$ cat src/bts_pkg.sv
// shared types and constants for the block time-step level selector
package bts_pkg;

   localparam int STEP_WIDTH  = 32;
   localparam int LEVEL_WIDTH = 5;
   localparam int NUM_LEVELS  = 32;
   localparam int CSR_IDX_W   = 2;
   localparam int CMP_WIDTH   = 128;

   localparam logic [CSR_IDX_W-1:0] REG_BASE_STEP       = 2'd0;
   localparam logic [CSR_IDX_W-1:0] REG_ERROR_TOLERANCE = 2'd1;
   localparam logic [CSR_IDX_W-1:0] REG_DEEPEST_LEVEL   = 2'd2;

   typedef struct packed {
      logic [STEP_WIDTH-1:0]    base_step;
      logic [STEP_WIDTH-1:0]    error_tolerance;
      logic [LEVEL_WIDTH-1:0]   deepest_level;
      logic [2*STEP_WIDTH-1:0]  base_step_sq;
   } cfg_type;

endpackage

$ cat src/bts_sqrt.sv
// pipelined floor square root, one result bit per stage
module bts_sqrt
   import bts_pkg::*;
#(
   parameter int AW = 32
) (
   input  logic              clock,
   input  logic              reset,
   input  logic              in_valid,
   output logic              in_ready,
   input  logic [2*AW-1:0]   in_sum,
   input  logic              in_batch_end,
   output logic              out_valid,
   input  logic              out_ready,
   output logic [AW-1:0]     out_root,
   output logic              out_batch_end
);

   localparam int RW = AW + 2;

   logic              v_ff    [AW];
   logic              be_ff   [AW];
   logic [RW-1:0]     rem_ff  [AW];
   logic [AW-1:0]     root_ff [AW];
   logic [2*AW-1:0]   n_ff    [AW];
   logic              rdy     [AW+1];

   assign rdy[AW] = out_ready;

   for (genvar i = 0; i < AW; i++) begin : g_stage
      logic            src_v;
      logic            src_be;
      logic [RW-1:0]   src_rem;
      logic [AW-1:0]   src_root;
      logic [2*AW-1:0] src_n;
      logic [RW+1:0]   cur;
      logic [RW+1:0]   trial;
      logic [RW+1:0]   diff;
      logic            ge;

      if (i == 0) begin : g_first
         assign src_v    = in_valid;
         assign src_be   = in_batch_end;
         assign src_rem  = '0;
         assign src_root = '0;
         assign src_n    = in_sum;
      end else begin : g_next
         assign src_v    = v_ff[i-1];
         assign src_be   = be_ff[i-1];
         assign src_rem  = rem_ff[i-1];
         assign src_root = root_ff[i-1];
         assign src_n    = n_ff[i-1];
      end

      assign rdy[i] = !v_ff[i] || rdy[i+1];
      assign cur    = {src_rem, src_n[2*AW-1 -: 2]};
      assign trial  = (RW+2)'({src_root, 2'b01});
      assign ge     = cur >= trial;
      assign diff   = cur - trial;

      always_ff @(posedge clock) begin
         if (reset) begin
            v_ff[i] <= 1'b0;
         end else if (rdy[i]) begin
            v_ff[i] <= src_v;
         end
      end

      always_ff @(posedge clock) begin
         if (rdy[i]) begin
            be_ff[i]   <= src_be;
            rem_ff[i]  <= ge ? diff[RW-1:0] : cur[RW-1:0];
            root_ff[i] <= {src_root[AW-2:0], ge};
            n_ff[i]    <= src_n << 2;
         end
      end
   end

   assign in_ready      = rdy[0];
   assign out_valid     = v_ff[AW-1];
   assign out_root      = root_ff[AW-1];
   assign out_batch_end = be_ff[AW-1];

endmodule

$ cat config.mk
export PLATFORM = sky130hd
export DESIGN_NAME = bts_sqrt
export DESIGN_NICKNAME = d
export VERILOG_FILES = /design/src/bts_pkg.sv /design/src/bts_sqrt.sv
export SDC_FILE = /design/constraint.sdc
export NUM_CORES = 2
export LEC_CHECK = 0
export ABC_AREA = 0
export BUFFER_PORTS_ARGS = -buffer_cell sky130_fd_sc_hd__buf_4
export CORE_MARGIN = 8
export CORE_UTILIZATION = 64
export CTS_BUF_LIST = sky130_fd_sc_hd__clkbuf_16
export DETAILED_ROUTE_END_ITERATION = 8
export PLACE_DENSITY_LB_ADDON = 0.08
export SLEW_MARGIN = 20
export SYNTH_ARGS = -nofsm -noshare
export SYNTH_HDL_FRONTEND = slang
export SYNTH_MEMORY_MAX_BITS = 65536
export SYNTH_SLANG_ARGS = --single-unit
export TNS_END_PERCENT = 100
$ cat constraint.sdc
create_clock -name clock -period 19.31 [get_ports clock]
set_input_delay 1.931 -clock clock [delete_from_list [all_inputs] [get_ports clock]]
set_output_delay 1.931 -clock clock [all_outputs]
set_load 0.02 [all_outputs]
==> results.rst <==
.. list-table::
   :header-rows: 1

   * - Metric
     - Value
   * - R2R setup slack
     - 10.66 ns
   * - Wire length after detailed routing
     - roughly 250,000 um
   * - Utilization after layout
     - 71.29%
   * - Met2 wire length
     - 123,300 um
   * - TritonCTS clock tree
     - built
   * - Synth Area per Inst
     - 13.04 um^2
   * - Top cells by instance count after synthesis
     - edfxtp_1 (2,587), inv_1 (751), nand2_1 (679)
   * - Reported leakage power
     - 53.86 nW
   * - Final Net Count
     - ~10,000
   * - Number of DRC violations after detailed routing
     - 0
   * - Launch point of the worst reg-to-reg path
     - v_ff[1][14]$_DFFE_PP_
   * - Hold WC Path Type
     - reg2reg
   * - Total standard cell area after synthesis
     - 0.1192 mm^2
   * - Met3 Routed Length
     - 13,090 um
   * - Count leader, synth
     - edfxtp_1
   * - Router iterations before antenna repair
     - 6
   * - Synth async-reset ratio
     - 0%
   * - Critical hold path startpoint
     - n_ff[0][54]$_DFFE_PP_
   * - Critical-path cell with the highest stage delay
     - nor2_1
   * - Worst Setup End Kind
     - primary output
   * - Setup skew after layout
     - 0.05599 ns
   * - Later-pin clock latency in the skew report
     - around 0.9 ns
   * - Unrepaired setup endpoints after global routing
     - false
   * - Clock H-tree levels
     - 5
   * - Max Slew Vio Count
     - 0
   * - Initial antenna violation count
     - 3
   * - Yosys top cell by area
     - edfxtp_1
   * - CTS buffer count
     - 281
   * - Share of Yosys cell area claimed by the top area cell type
     - 65.16%
   * - Final setup margin
     - approximately 8.1 ns
   * - Max-Cap Viols
     - 0
   * - Floorplan die height
     - around 450 um
   * - Num rows
     - 158
   * - Global-route wire length before repair
     - 387,500 um
   * - Met1 Routed Length
     - just over 100,000 um
   * - Critical path arrival
     - 9.23 ns
   * - Crit path max fanout
     - 72
   * - Share of final-layout standard cells stronger than drive strength 1
     - 7.662%
   * - Final weighted congestion in routability-driven placement
     - 0.9083
   * - Hold-critical path endpoint
     - n_ff[0][118]$_DFFE_PP_
   * - Cts-stage hold buffer count
     - 0
   * - Growth of design area from synthesis to finish
     - 10.76%
   * - Delay contributed by the slowest stage of the critical path
     - 1.00 ns
   * - Setup repair bufs after CTS
     - 0
   * - Max Clk Rate
     - 0.08960 GHz
   * - Number of enable flip-flop cells after synthesis
     - 2,587
   * - Number of primary I/O pins
     - 104
   * - ANT nets after route
     - 0
   * - Worst-case setup slack after placement
     - 8.477 ns
   * - Uppermost signal routing layer after detailed routing
     - met4
   * - Number of port buffers
     - 103
   * - Ratio of routed vias to standard cells
     - 5.907
   * - Final TNS setup
     - 0 ns
   * - Number of library cell types mapped by synthesis
     - 84
   * - Crit path from
     - out_ready
   * - Final worst-path cycle share
     - 57.80%
   * - Maximum VDD drop
     - 132.2 uV
   * - Area contributors post-synth
     - edfxtp_1 (65%), ha_1 (5.9%), xor2_1 (3.2%)
   * - Rel. slew slack
     - around a quarter
   * - Buffer type at the clock tree root
     - clkbuf_16
   * - Setup-failing EPs final
     - 0
   * - Pin count of the biggest net entering global routing
     - 91
   * - Power density over the cells
     - 115.1 mW/mm^2
   * - Area enclosed by the die boundary
     - ~0.2 mm^2
   * - Result of the run
     - finished clean
   * - Logic depth of the worst setup path including buffers
     - 17
   * - Number of cells on the worst reg-to-reg path
     - 16
   * - Worst-path cell chain
     - buf_4, nand3b_1, buf_4, nor2_1, and3_1, inv_2, nor2_1, inv_2, nor4_2, buf_4, and4_1, clkinv_2, nor2_1, clkinv_2, nor2_1, nand2_4, buf_4
   * - Predominant post-synthesis flop cell
     - edfxtp_1
   * - Flop and latch count out of synthesis
     - about 2,600
   * - Crit-path leading delay family
     - simple AND/OR/NAND/NOR gates
   * - Minimum hold slack
     - 0.4018 ns
   * - Violation count after the first detailed-routing iteration
     - 5,793
   * - Critical path class
     - in2out
   * - Post-Synthesis Net Count
     - 9,772
   * - Final Hold Vio Count
     - 0
   * - PostCTS Resize Cnt
     - 0
   * - Chip width
     - 447.6 um
   * - Post-DP HPWL
     - roughly 180,000 um
   * - Total clock sinks
     - 2,587
   * - Average wire per standard cell
     - just over 20 um
   * - Data required time at the worst endpoint
     - 17.38 ns
   * - Yosys warnings
     - 0
   * - End of the worst register-to-register path
     - rem_ff[0][101]$_DFFE_PP_
   * - Maximum clock path buffer count
     - 4
   * - Sum of overflow across all layers after global routing
     - 0
   * - Sequential area share after synthesis
     - around two thirds
   * - Final critical path time including I/O delays and setup
     - 11.16 ns
   * - Vias in the first global route
     - between 70,000 and 80,000
   * - Post-Synthesis Cells
     - 9,141
   * - Worst hold path depth
     - 0
   * - Sort of element at the start of the critical path
     - input pin
   * - Overall fraction of global-route tracks in use
     - 24.27%
   * - Vias
     - approximately 71,000
   * - Worst-margin pin slew
     - 1.103 ns
   * - Starting density of the core
     - 64.37%
   * - Clock transition at the registers of the reported paths
     - roughly 0.060 ns
   * - Core area
     - 0.1852 mm^2
   * - Buffering stage count on the worst path with inverters included
     - 8
state kept, by name (all words and copies together) (netlist names):
register / flops
be_ff: 32
n_ff: 992
rem_ff: 1003
root_ff: 528
v_ff: 32
routing by layer:
layer | vias to the layer above | global-route usage [%]
met5 | - | 0
met1 | 34660 | 31.83
li1 | 34440 | -
met2 | 1944 | 42.40
met4 | 0 | 6.905
met3 | 435 | 3.671
worst reg2reg max path, cell delays in order (launching register included):
cell,delay [ns]
edfxtp_1,0.38
nand3b_1,0.09
buf_4,0.40
nor2_1,0.43
and3_1,0.38
inv_2,0.21
nor2_1,0.50
inv_2,0.37
nor4_2,0.46
buf_4,0.26
and4_1,0.49
clkinv_2,0.57
nor2_1,0.74
clkinv_2,0.64
nor2_1,1.00
nand3_4,0.66
buf_4,0.58
worst max path at each step:
stage,end,slack (ns)
after floorplan,in_ready,3.11
after global placement,in_ready,8.79
after detailed placement,in_ready,8.48
after CTS,in_ready,8.03
after global routing,in_ready,7.61
final,in_ready,8.15
per-stage QoR:
stage	std cells	total power [mW]	cell area, um^2
floorplan	9141	9.347	119200
global placement	11620	10.05	123200
detailed placement	11620	10.13	123200
CTS	12100	15.32	132000
global route	12100	15.85	132100
finish	12100	15.20	132100
cell type report:
type,instances,area (um^2)
multi-input combinational,5636,38370
clock inverter,187,1577
tap,2480,3103
inverter,755,2841
antenna,1,2.502
clock buffer,288,7207
timing repair buffer,166,1274
sequential,2587,77680
fill,12440,53180
cell usage in the layout, fill, tap and decap left out, types with 41 or more instances in the layout:
master and count:
edfxtp_1 2587, inv_1 791, nand2_1 666, ha_1 562
o21ai_0 537, a21oi_1 465, nor2_1 460, xor2_1 441
xnor2_1 363, clkbuf_16 288, nor3_1 246, a21o_1 188
buf_4 163, nand3_1 144, nor4_1 129, o21a_1 128
nand2b_1 113, or3_1 113, nor2b_1 87, nand4_1 81
o31ai_1 76, and3_1 66, mux2_2 61, or4_1 60
or2_2 51, clkinv_1 51, o21bai_1 46, clkinv_2 46
a31oi_1 44, a211oi_1 41
power breakdown:
part / switching (mW) / leakage [nW] / internal, mW / total [mW]
Combinational: 1.21 / 23.3 / 0.938 / 2.14
Sequential: 0.668 / 26.0 / 7.24 / 7.90
Clock: 2.09 / 4.50 / 3.06 / 5.15
cells by family after synthesis:
group	count (synthesis)	share of synthesized area [%]
multiplexers	74	0.6853
flip-flops	2587	65.16
other	1	0.003145
AO/OA/AOI/OAI	1765	9.174
adder cells (fa/ha/maj)	562	5.898
AND/OR/NAND/NOR	2430	10.27
XOR/XNOR	804	5.906
buffers and inverters	918	2.904
Power figures use the tool's default switching activity.
